[config.mk]
export PLATFORM = sky130hd
export DESIGN_NAME = cpu_address_mode_sequencer
export DESIGN_NICKNAME = d
export VERILOG_FILES = /design/src/hw/rtl/cams_pkg.sv /design/src/hw/rtl/cams_step.sv /design/src/hw/rtl/cpu_address_mode_sequencer.sv
export SDC_FILE = /design/constraint.sdc
export NUM_CORES = 1
export LEC_CHECK = 0
export ABC_AREA = 0
export BUFFER_PORTS_ARGS = -buffer_cell sky130_fd_sc_hd__buf_2
export CORE_UTILIZATION = 65
export CTS_BUF_LIST = sky130_fd_sc_hd__clkbuf_16
export DETAILED_ROUTE_END_ITERATION = 10
export PLACE_DENSITY = 0.83
export SLEW_MARGIN = 0
export SYNTH_ARGS = -nofsm -noshare
export SYNTH_HDL_FRONTEND = slang
export SYNTH_SLANG_ARGS = --single-unit
[constraint.sdc]
create_clock -name i_clk -period 6.2 [get_ports i_clk]
set_input_delay 1.24 -clock i_clk [delete_from_list [all_inputs] [get_ports i_clk]]
set_output_delay 1.24 -clock i_clk [all_outputs]
set_load 0.005 [all_outputs]
[src/hw/rtl/cams_pkg.sv]
`default_nettype none

package cams_pkg;

    // sequencer phases
    localparam logic [2:0] PH_IDLE     = 3'd0;
    localparam logic [2:0] PH_OP1      = 3'd1;
    localparam logic [2:0] PH_OP2      = 3'd2;
    localparam logic [2:0] PH_DUMMY_ZP = 3'd3;
    localparam logic [2:0] PH_PTR_LO   = 3'd4;
    localparam logic [2:0] PH_PTR_HI   = 3'd5;
    localparam logic [2:0] PH_FIX      = 3'd6;

    // addressing modes
    localparam logic [3:0] M_IMM = 4'd0;
    localparam logic [3:0] M_ZP  = 4'd1;
    localparam logic [3:0] M_ZPX = 4'd2;
    localparam logic [3:0] M_ZPY = 4'd3;
    localparam logic [3:0] M_ABS = 4'd4;
    localparam logic [3:0] M_ABX = 4'd5;
    localparam logic [3:0] M_ABY = 4'd6;
    localparam logic [3:0] M_REL = 4'd7;
    localparam logic [3:0] M_IND = 4'd8;
    localparam logic [3:0] M_IZX = 4'd9;
    localparam logic [3:0] M_IZY = 4'd10;

    // input actions and result kinds
    localparam logic ACT_START = 1'b0;
    localparam logic ACT_DATA  = 1'b1;
    localparam logic KIND_READ = 1'b0;
    localparam logic KIND_DONE = 1'b1;

    localparam logic [15:0] PAGE_MASK = 16'hFF00;
    localparam logic [15:0] BYTE_MASK = 16'h00FF;

    typedef struct packed {
        logic [2:0]  phase;
        logic [3:0]  active_mode;
        logic        force_flag;
        logic [15:0] prog_counter;
        logic [7:0]  saved_x;
        logic [7:0]  saved_y;
        logic [7:0]  low_byte;
        logic [15:0] pointer;
    } t_state;

    typedef struct packed {
        logic        valid;
        logic        kind;
        logic [15:0] bus_address;
        logic        is_dummy;
        logic [15:0] new_pc;
    } t_result;

endpackage

`default_nettype wire

[src/hw/rtl/cams_step.sv]
`default_nettype none

module cams_step (
    input  var cams_pkg::t_state  i_state,
    input  wire                   i_action,
    input  wire  [3:0]            i_mode,
    input  wire                   i_always_fix,
    input  wire  [15:0]           i_pc,
    input  wire  [7:0]            i_index_x,
    input  wire  [7:0]            i_index_y,
    input  wire  [7:0]            i_read_data,
    output cams_pkg::t_state      o_state,
    output cams_pkg::t_result     o_result
);
    import cams_pkg::*;

    logic [15:0] pc_inc;
    logic [15:0] base;
    logic [7:0]  idx;
    logic [15:0] idx_addr;
    logic        idx_fix;
    logic [15:0] rel_addr;

    // shared address arithmetic
    assign pc_inc   = i_state.prog_counter + 16'd1;
    assign base     = (i_state.phase == PH_OP2) ? {i_read_data, i_state.low_byte}
                                                : {i_read_data, i_state.low_byte};
    assign idx      = (i_state.active_mode == M_ABX) ? i_state.saved_x : i_state.saved_y;
    assign idx_addr = base + {8'd0, idx};
    assign idx_fix  = i_state.force_flag ||
                      ((base & PAGE_MASK) != (idx_addr & PAGE_MASK));
    assign rel_addr = pc_inc + {{8{i_read_data[7]}}, i_read_data};

    always_comb begin
        o_state  = i_state;
        o_result = '0;
        if (i_action == ACT_START) begin
            // start: latch operands, then either done or fetch first operand byte
            o_state.active_mode  = i_mode;
            o_state.force_flag   = i_always_fix;
            o_state.prog_counter = i_pc;
            o_state.saved_x      = i_index_x;
            o_state.saved_y      = i_index_y;
            o_state.low_byte     = 8'd0;
            o_state.pointer      = 16'd0;
            o_result.valid       = 1'b1;
            o_result.bus_address = i_pc;
            if (i_mode == M_IMM || i_mode > M_IZY) begin
                o_state.phase         = PH_IDLE;
                o_state.prog_counter  = i_pc + 16'd1;
                o_result.kind         = KIND_DONE;
                o_result.new_pc       = i_pc + 16'd1;
            end else begin
                o_state.phase = PH_OP1;
                o_result.kind = KIND_READ;
            end
        end else begin
            o_result.valid = 1'b1;
            case (i_state.phase)
                PH_OP1: begin
                    o_state.prog_counter = pc_inc;
                    o_state.low_byte     = i_read_data;
                    case (i_state.active_mode)
                        M_ZP: begin
                            o_state.phase        = PH_IDLE;
                            o_result.kind        = KIND_DONE;
                            o_result.bus_address = {8'd0, i_read_data};
                            o_result.new_pc      = pc_inc;
                        end
                        M_ZPX, M_IZX: begin
                            o_state.pointer      = {8'd0, i_read_data + i_state.saved_x};
                            o_state.phase        = PH_DUMMY_ZP;
                            o_result.kind        = KIND_READ;
                            o_result.bus_address = {8'd0, i_read_data};
                            o_result.is_dummy    = 1'b1;
                        end
                        M_ZPY: begin
                            o_state.pointer      = {8'd0, i_read_data + i_state.saved_y};
                            o_state.phase        = PH_DUMMY_ZP;
                            o_result.kind        = KIND_READ;
                            o_result.bus_address = {8'd0, i_read_data};
                            o_result.is_dummy    = 1'b1;
                        end
                        M_REL: begin
                            o_state.phase        = PH_IDLE;
                            o_result.kind        = KIND_DONE;
                            o_result.bus_address = rel_addr;
                            o_result.new_pc      = pc_inc;
                        end
                        M_IZY: begin
                            o_state.pointer      = {8'd0, i_read_data};
                            o_state.phase        = PH_PTR_LO;
                            o_result.kind        = KIND_READ;
                            o_result.bus_address = {8'd0, i_read_data};
                        end
                        default: begin
                            // two-byte operand modes fetch the high byte
                            o_state.phase        = PH_OP2;
                            o_result.kind        = KIND_READ;
                            o_result.bus_address = pc_inc;
                        end
                    endcase
                end
                PH_OP2: begin
                    o_state.prog_counter = pc_inc;
                    if (i_state.active_mode == M_ABX || i_state.active_mode == M_ABY) begin
                        if (idx_fix) begin
                            o_state.pointer      = idx_addr;
                            o_state.phase        = PH_FIX;
                            o_result.kind        = KIND_READ;
                            o_result.bus_address = (base & PAGE_MASK) | (idx_addr & BYTE_MASK);
                            o_result.is_dummy    = 1'b1;
                        end else begin
                            o_state.phase        = PH_IDLE;
                            o_result.kind        = KIND_DONE;
                            o_result.bus_address = idx_addr;
                            o_result.new_pc      = pc_inc;
                        end
                    end else if (i_state.active_mode == M_IND) begin
                        o_state.pointer      = base;
                        o_state.phase        = PH_PTR_LO;
                        o_result.kind        = KIND_READ;
                        o_result.bus_address = base;
                    end else begin
                        o_state.phase        = PH_IDLE;
                        o_result.kind        = KIND_DONE;
                        o_result.bus_address = base;
                        o_result.new_pc      = pc_inc;
                    end
                end
                PH_DUMMY_ZP: begin
                    o_result.bus_address = i_state.pointer;
                    if (i_state.active_mode == M_IZX) begin
                        o_state.phase = PH_PTR_LO;
                        o_result.kind = KIND_READ;
                    end else begin
                        o_state.phase   = PH_IDLE;
                        o_result.kind   = KIND_DONE;
                        o_result.new_pc = i_state.prog_counter;
                    end
                end
                PH_PTR_LO: begin
                    // pointer high byte read, wrapping within the page
                    o_state.low_byte = i_read_data;
                    o_state.phase    = PH_PTR_HI;
                    o_result.kind    = KIND_READ;
                    if (i_state.active_mode == M_IND) begin
                        o_result.bus_address = {i_state.pointer[15:8],
                                                i_state.pointer[7:0] + 8'd1};
                    end else begin
                        o_result.bus_address = {8'd0, i_state.pointer[7:0] + 8'd1};
                    end
                end
                PH_PTR_HI: begin
                    if (i_state.active_mode == M_IZY && idx_fix) begin
                        o_state.pointer      = idx_addr;
                        o_state.phase        = PH_FIX;
                        o_result.kind        = KIND_READ;
                        o_result.bus_address = (base & PAGE_MASK) | (idx_addr & BYTE_MASK);
                        o_result.is_dummy    = 1'b1;
                    end else begin
                        o_state.phase        = PH_IDLE;
                        o_result.kind        = KIND_DONE;
                        o_result.bus_address = (i_state.active_mode == M_IZY) ? idx_addr
                                                                              : base;
                        o_result.new_pc      = i_state.prog_counter;
                    end
                end
                PH_FIX: begin
                    o_state.phase        = PH_IDLE;
                    o_result.kind        = KIND_DONE;
                    o_result.bus_address = i_state.pointer;
                    o_result.new_pc      = i_state.prog_counter;
                end
                default: begin
                    // data while idle is dropped
                    o_state.phase  = PH_IDLE;
                    o_result.valid = 1'b0;
                end
            endcase
        end
    end

endmodule

`default_nettype wire

[src/hw/rtl/cpu_address_mode_sequencer.sv]
// 6502 operand address resolution.
// Input channel (i_in_valid / o_in_ready): a start transfer (action 0) carries
// mode, pc, X, Y and i_always_fix; a data transfer (action 1) returns the byte
// for the last bus read that the block requested.
// Output channel (o_out_valid / i_out_ready): each transfer is either a bus
// read request (kind 0, with is_dummy) or a done item (kind 1) carrying the
// effective address and the pc after the operand bytes.
// Every input transfer is worked out combinationally by the step logic and the
// result is in the output register in the cycle after acceptance; a data
// transfer while idle yields no result.
// Throughput is one input transfer per cycle unless the receiver stalls.
// o_in_ready is high while the output register is empty or being taken in
// the same cycle, so a stalled receiver holds the result and back-pressures
// the input after one item. A start while a resolution is in progress
// abandons it and begins anew. Synchronous active-low reset returns the
// sequencer to idle and empties the output register.
`default_nettype none

module cpu_address_mode_sequencer (
    input  wire         i_clk,
    input  wire         i_rst_n,
    input  wire         i_in_valid,
    output logic        o_in_ready,
    input  wire         i_action,
    input  wire  [3:0]  i_mode,
    input  wire         i_always_fix,
    input  wire  [15:0] i_pc,
    input  wire  [7:0]  i_index_x,
    input  wire  [7:0]  i_index_y,
    input  wire  [7:0]  i_read_data,
    output logic        o_out_valid,
    input  wire         i_out_ready,
    output logic        o_kind,
    output logic [15:0] o_bus_address,
    output logic        o_is_dummy,
    output logic [15:0] o_new_pc
);
    import cams_pkg::*;

    t_state  r_state;
    t_state  n_state;
    t_result n_result;
    logic    r_out_valid;
    logic    r_kind;
    logic [15:0] r_bus_address;
    logic    r_is_dummy;
    logic [15:0] r_new_pc;
    logic    in_xfer;

    // next state and result for the offered item
    cams_step u_step (
        .i_state       (r_state),
        .i_action      (i_action),
        .i_mode        (i_mode),
        .i_always_fix  (i_always_fix),
        .i_pc          (i_pc),
        .i_index_x     (i_index_x),
        .i_index_y     (i_index_y),
        .i_read_data   (i_read_data),
        .o_state       (n_state),
        .o_result      (n_result)
    );

    assign o_in_ready = !r_out_valid || i_out_ready;
    assign in_xfer    = i_in_valid && o_in_ready;

    // sequencer state
    always_ff @(posedge i_clk) begin
        if (!i_rst_n) begin
            r_state <= '0;
        end else if (in_xfer) begin
            r_state <= n_state;
        end
    end

    // output register valid
    always_ff @(posedge i_clk) begin
        if (!i_rst_n) begin
            r_out_valid <= 1'b0;
        end else if (in_xfer) begin
            r_out_valid <= n_result.valid;
        end else if (i_out_ready) begin
            r_out_valid <= 1'b0;
        end
    end

    // output payload
    always_ff @(posedge i_clk) begin
        if (in_xfer && n_result.valid) begin
            r_kind        <= n_result.kind;
            r_bus_address <= n_result.bus_address;
            r_is_dummy    <= n_result.is_dummy;
            r_new_pc      <= n_result.new_pc;
        end
    end

    assign o_out_valid   = r_out_valid;
    assign o_kind        = r_kind;
    assign o_bus_address = r_bus_address;
    assign o_is_dummy    = r_is_dummy;
    assign o_new_pc      = r_new_pc;

endmodule

`default_nettype wire
==> impl_metrics.ini, run 1 <==
[status]
status = finished, final reports clean

[setup_path]
reg2reg_depth = 14
startpoint_type = flop
cp_top_family = compound AO/OA/AOI/OAI gates
required_ns = 6.40
slowest_delay_ns = 0.73
cp-endpoint = o_new_pc[2]
arrival_ns = 5.12
crit_slowest_cell = a21oi_2
timing.rr.end = o_new_pc[2]
cp_common_cell = nor2b_1
cp_max_fo = 15
cp_num_cells = 14
cp_num_buf_inv = 1
r2r-start = r_state[57]
crit_type = flop to flop
path_cells = nor2b_1, nand2_1, nor2_1, mux2_2, ha_1, inv_1, fa_1, nor2b_1, o31ai_1, a21o_1, nand4_1, a21oi_2, o21ai_0, o211ai_1
crit_start = r_state[57]
crit_path_end_kind = flop
rrSetupSlack_ns = 1.28

[clock_tree]
numCtsBuffers = 9
cts_buffer_depth = 2
post_cts_buffers = 0
clk_latency_ns = 0.37
ctsHoldBuffers = 0
htree_levels = 3
path_clk_slew_ns = 0.07
cts_root_buffer = clkbuf_16
cts.sinks = 99
cts.repair.resized = 0
tritoncts = yes

[timing]
timing.setup.tns_ns = 0
fmax_ghz = 0.203
rsz0062_at_grt = false
slew_viol_final = 0
tightest_slew_ns = 1.09
skew_ns = 0.0143
min_period_ns = 4.92
final_hold_viol_count = 0
whs_ns = 0.463
setup-violations-final = 0
slew_headroom = 0.271
period_share = 0.794

[place]
place_inst = 1282
hpwl_mm = 20.2
placed_cell_area_um2 = 8770
portBuffers = 85
routabilityCongestion = 1.01

[cells_and_area]
seq_area_um2 = 2320
multi_input_area_um2 = 5570
final_net_count = 1215
area_growth_pct = 8.89
nFillCells = 1063
design_area_um2 = 9040
layout-drive-gt1-share = 0.135
finalNonFillerCells = 1298
n_antenna_cell = 0

[synth]
yosysSeqAreaShare = 0.280
async_flop_share = 0
synth_area_leader_cell = dfxtp_1
synth_warnings = 0
synth-seq-cells = 99
syn_area_um2 = 8310
synthesis.nets = 1172
synth_area_leaders = dfxtp_1 16%, edfxtp_1 12%, nand2_1 8.2%
synthTopCellsByCount = 182 x nand2_1, 100 x a21oi_1, 69 x nor2_1, 65 x dfxtp_1, 61 x o21ai_0
synth-edff-count = 34
synth_ff_type = dfxtp_1
syn_avg_cell_area_um2 = 7.68
syn_inst = 1082
synth.most_common_cell = nand2_1
synth_cell_type_count = 85
yosys.area.top_type_share = 0.157

[floorplan]
fp-row-count = 40
initial_utilization = 0.680
boundaryPins = 86
die_x_um = 115
core_area_um2 = 12200
die_area_um2 = 13200
die_h_um = 115

[worst_hold_path]
hp-class = flop to flop

[power]
power.leakage_uw = 0.00344
finalPower_uw = 1640
p_per_area_nw_per_um2 = 181
peakVddDrop_uv = 211

[drt]
vias_per_cell = 6.92
drt-wirelength-per-cell_um = 21.4
postRouteAntennaNets = 0
drc = 0
dr.pass1.iters = 8
postRouteWirelength_mm = 27.8
vias = 8987
drt_iter0_drc = 1363

[global_route]
grt_pass1_wl_mm = 43.1
grt_max_degree = 51
grtUsageTotal = 0.428
antenna_found_initial = 0
grt_overflow_total = 0
grt_pass1_vias = 8083

[job]
cap_violations = 0
==> power breakdown <==
group / internal (µW) / switching (µW) / leakage [µW]
Clock: 277 / 280 / 0.000141
Combinational: 126 / 219 / 0.00244
Sequential: 702 / 31.1 / 0.000856
==> kinds of logic after synthesis <==
family / count (synthesis) / synth area share
and+or+nand+nor: 411 / 0.235
AOI/OAI and AO/OA: 337 / 0.267
buffers and inverters: 103 / 0.0512
DFF: 99 / 0.280
xor gates and xnor gates: 64 / 0.0675
adders and majority gates: 41 / 0.0642
muxes: 27 / 0.0355
==> layer usage <==
layer | GRT usage | routed length (µm) | vias to the layer above
li1 | - | - | 4058
met1 | 0.615 | 11500 | 4111
met2 | 0.617 | 11500 | 731
met3 | 0.106 | 3940 | 87
met4 | 0.158 | 889 | 0
met5 | 0 | 0 | -
==> cell usage in the layout (no fill, tap or decap), types with 7 or more instances in the layout <==
cell type and n:
a211oi_1 8, nand4_1 18, a22o_1 9, ha_1 37, o221ai_1 8, mux2_2 16
xnor2_1 37, buf_2 85, clkbuf_16 9, nor2_1 67, o21ai_0 61, edfxtp_1 34
buf_4 13, nand3_1 52, dfxtp_1 65, inv_1 36, a21oi_1 100, nor3_1 17
nand2b_1 9, a31oi_1 14, mux2i_1 10, xor2_1 27, and2_1 7, o22ai_1 12
nand2_1 182, o211ai_1 16, a22oi_1 20, nor2b_1 15, o21a_1 11, a211o_1 7
o31ai_1 13
==> flip-flops by register name, indices dropped and copies added (netlist names) <==
register / cells
o_bus_address: 16
o_is_dummy: 1
o_kind: 1
o_new_pc: 16
o_out_valid: 1
r_state: 64
==> per-stage QoR <==
step	setup WS, ns	util
after global placement	1.65	0.718
final	1.28	0.741
after detailed placement	1.46	0.718
after CTS	1.41	0.741
after global routing	1.02	0.741
after floorplan	2.50	-
==> worst min path at each step <==
stage / startpoint / endpoint / slack (ns) / depth (start not counted)
after CTS: r_state[62] / r_state[62] / 0.46 / 2
after global routing: r_state[62] / r_state[62] / 0.49 / 2
after detailed placement: r_state[62] / r_state[62] / 0.45 / 2
final: r_state[62] / r_state[62] / 0.46 / 2
after global placement: r_state[62] / r_state[62] / 0.44 / 2
after floorplan: r_state[56] / r_state[56] / 0.44 / 2
==> area by class of cell <==
cell class	count	area share
flip-flops and latches	99	0.257
well taps	168	0.0232
repair buffers	98	0.0578
clock inverters	7	0.00567
inverters	37	0.0154
multi-input cells	880	0.616
clock buffers	9	0.0249
==> worst min-delay path: stages (launching register included) <==
cell and delay (ns):
dfxtp_1 0.31, nand2_1 0.05, a21oi_1 0.05
(Power assumes the default switching activity.)
==> inputs of run 2 (changes only) <==
- ABC_AREA: 0 -> 1
- CORE_UTILIZATION: 65 -> 61
- PLACE_DENSITY: 0.83 -> 0.78
- clock period: 6.2 -> 4.7 ns (I/O delays scaled with it)
==> run 2 against run 1 <==
Clock skew decreased by 0.0051 ns. Sequential share of layout area decreased by 0.90 points. Largest cell class unchanged. Count of clock-buffer cells in the layout increased by 1.
==> impl_metrics.ini, run 2 <==
[clock_tree]
cts_root_buffer = clkbuf_16
path_clk_slew_ns = 0.08
cts_buffer_depth = 2
cts.sinks = 99
tritoncts = yes
numCtsBuffers = 9
htree_levels = 3
clk_latency_ns = 0.36
cts.repair.resized = 0
ctsHoldBuffers = 0
post_cts_buffers = 0

[synth]
syn_avg_cell_area_um2 = 6.30
yosys.area.top_type_share = 0.190
async_flop_share = 0
syn_area_um2 = 8590
synth.most_common_cell = nand2_1
yosysSeqAreaShare = 0.270
synth_area_leaders = nand2_1 19%, dfxtp_1 15%, edfxtp_1 12%
synth_warnings = 0
synth_cell_type_count = 53
synth-seq-cells = 99
synth-edff-count = 34
synthesis.nets = 1452
synth_ff_type = dfxtp_1
synth_area_leader_cell = nand2_1
synthTopCellsByCount = 435 x nand2_1, 158 x inv_1, 113 x a21oi_1, 104 x o21ai_0, 89 x nand3_1
syn_inst = 1362

[setup_path]
startpoint_type = flop
required_ns = 4.99
arrival_ns = 4.06
crit_type = flop to flop
timing.rr.end = r_state[12]
crit_path_end_kind = flop
r2r-start = r_state[59]
reg2reg_depth = 17
cp_max_fo = 22
rrSetupSlack_ns = 0.93

[floorplan]
core_area_um2 = 13500
die_h_um = 121
boundaryPins = 86
die_area_um2 = 14600
die_x_um = 121
initial_utilization = 0.636
fp-row-count = 42

[place]
portBuffers = 85
routabilityCongestion = 0.973
hpwl_mm = 21.3
place_inst = 1583

[status]
status = finished, final reports clean

[worst_hold_path]
min_to = r_state[33]
hold-path-cell-count = 2
hp-class = flop to flop
hold_path_startpoint = r_state[33]

[drt]
drc = 0
vias_per_cell = 6.01
drt-wirelength-per-cell_um = 17.6
postRouteWirelength_mm = 28.2
postRouteAntennaNets = 0
drt_iter0_drc = 1148
dr.pass1.iters = 5
vias = 9613

[job]
cap_violations = 0

[cells_and_area]
area_growth_pct = 9.18
final_cell_mix = 435 x nand2_1, 158 x inv_1, 113 x a21oi_1
n_antenna_cell = 0
largest_reg_flops = 64
final_net_count = 1508
largest-register = r_state
layout-drive-gt1-share = 0.117
final_common_cell = nand2_1
nFillCells = 1263
finalNonFillerCells = 1599

[timing]
final_hold_viol_count = 0
fmax_ghz = 0.265
period_share = 0.802
timing.setup.tns_ns = 0
skew_ns = 0.00918
min_period_ns = 3.77
rsz0062_at_grt = false
setup-violations-final = 0
tightest_slew_ns = 1.18
slew_viol_final = 0
slew_headroom = 0.214

[global_route]
grt_pass1_vias = 8383
grt_overflow_total = 0
grt_pass1_wl_mm = 44.0
grt_max_degree = 51
grtUsageTotal = 0.392
antenna_found_initial = 0

[power]
p_per_area_nw_per_um2 = 251
power.leakage_uw = 0.00447
peakVddDrop_uv = 214
run 2: metal layers:
layer | vias up | track usage | part of all wire
met5 | - | 0 | 0
met2 | 612 | 0.577 | 0.42
li1 | 4611 | - | -
met3 | 80 | 0.0887 | 0.12
met4 | 0 | 0.156 | 0.035
met1 | 4310 | 0.552 | 0.43
run 2: worst max-delay path by stage:
stage           startpoint          endpoint  depth (start not counted)
2_1_floorplan     i_action  o_bus_address[0]                          3
3_3_place_gp   r_state[59]       r_state[14]                         18
3_5_place_dp   r_state[59]       r_state[12]                         17
4_1_cts        r_state[59]       r_state[12]                         17
5_1_grt        r_state[59]        r_state[1]                         17
6_report       r_state[59]       r_state[12]                         17
run 2: per-stage QoR:
stage	hold slack [ns]	util	setup WS, ns	cell area [µm²]	power, µW
floorplan	0.430	-	0.987	8590	1400
global placement	0.452	0.672	1.20	9070	1570
detailed placement	0.458	0.672	0.989	9070	1580
CTS	0.469	0.694	0.994	9380	2330
global route	0.482	0.694	0.652	9380	2450
finish	0.471	0.694	0.929	9380	2350
run 2: kinds of logic after synthesis:
logic type | count (synthesis) | synth area share
flip-flops | 99 | 0.270
AND/OR/NAND/NOR | 679 | 0.340
XOR/XNOR | 27 | 0.0275
adder cells (fa/ha/maj) | 40 | 0.0609
buffers and inverters | 221 | 0.103
AO/OA/AOI/OAI | 296 | 0.199
run 2: final cells by class:
type | instances | area, µm² | share of cell area
multi-input cells | 1042 | 5400 | 0.576
flip-flops and latches | 99 | 2320 | 0.248
inverters | 173 | 651 | 0.0694
repair buffers | 93 | 485 | 0.0518
clock buffers | 10 | 250 | 0.0267
well taps | 176 | 220 | 0.0235
clock inverters | 6 | 50.0 | 0.00534
run 2: power breakdown:
part | leakage [µW] | internal [µW] | switching, µW
combinational | 0.00346 | 193 | 407
sequential | 0.000862 | 941 | 39.3
clock | 0.000151 | 401 | 372
run 2: critical path: stages (launching register included):
cell and delay [ns]:
dfxtp_1 0.35, inv_1 0.08, nor2_2 0.16, nand2_1 0.30, o21ai_0 0.27, ha_1 0.26
inv_1 0.08, fa_1 0.41, nand3b_1 0.17, nand2_1 0.14, nand2_1 0.10, nand3_1 0.14
o21ai_0 0.11, nand2_1 0.09, nand3_2 0.38, inv_2 0.38, nand3_2 0.11, a21oi_1 0.15
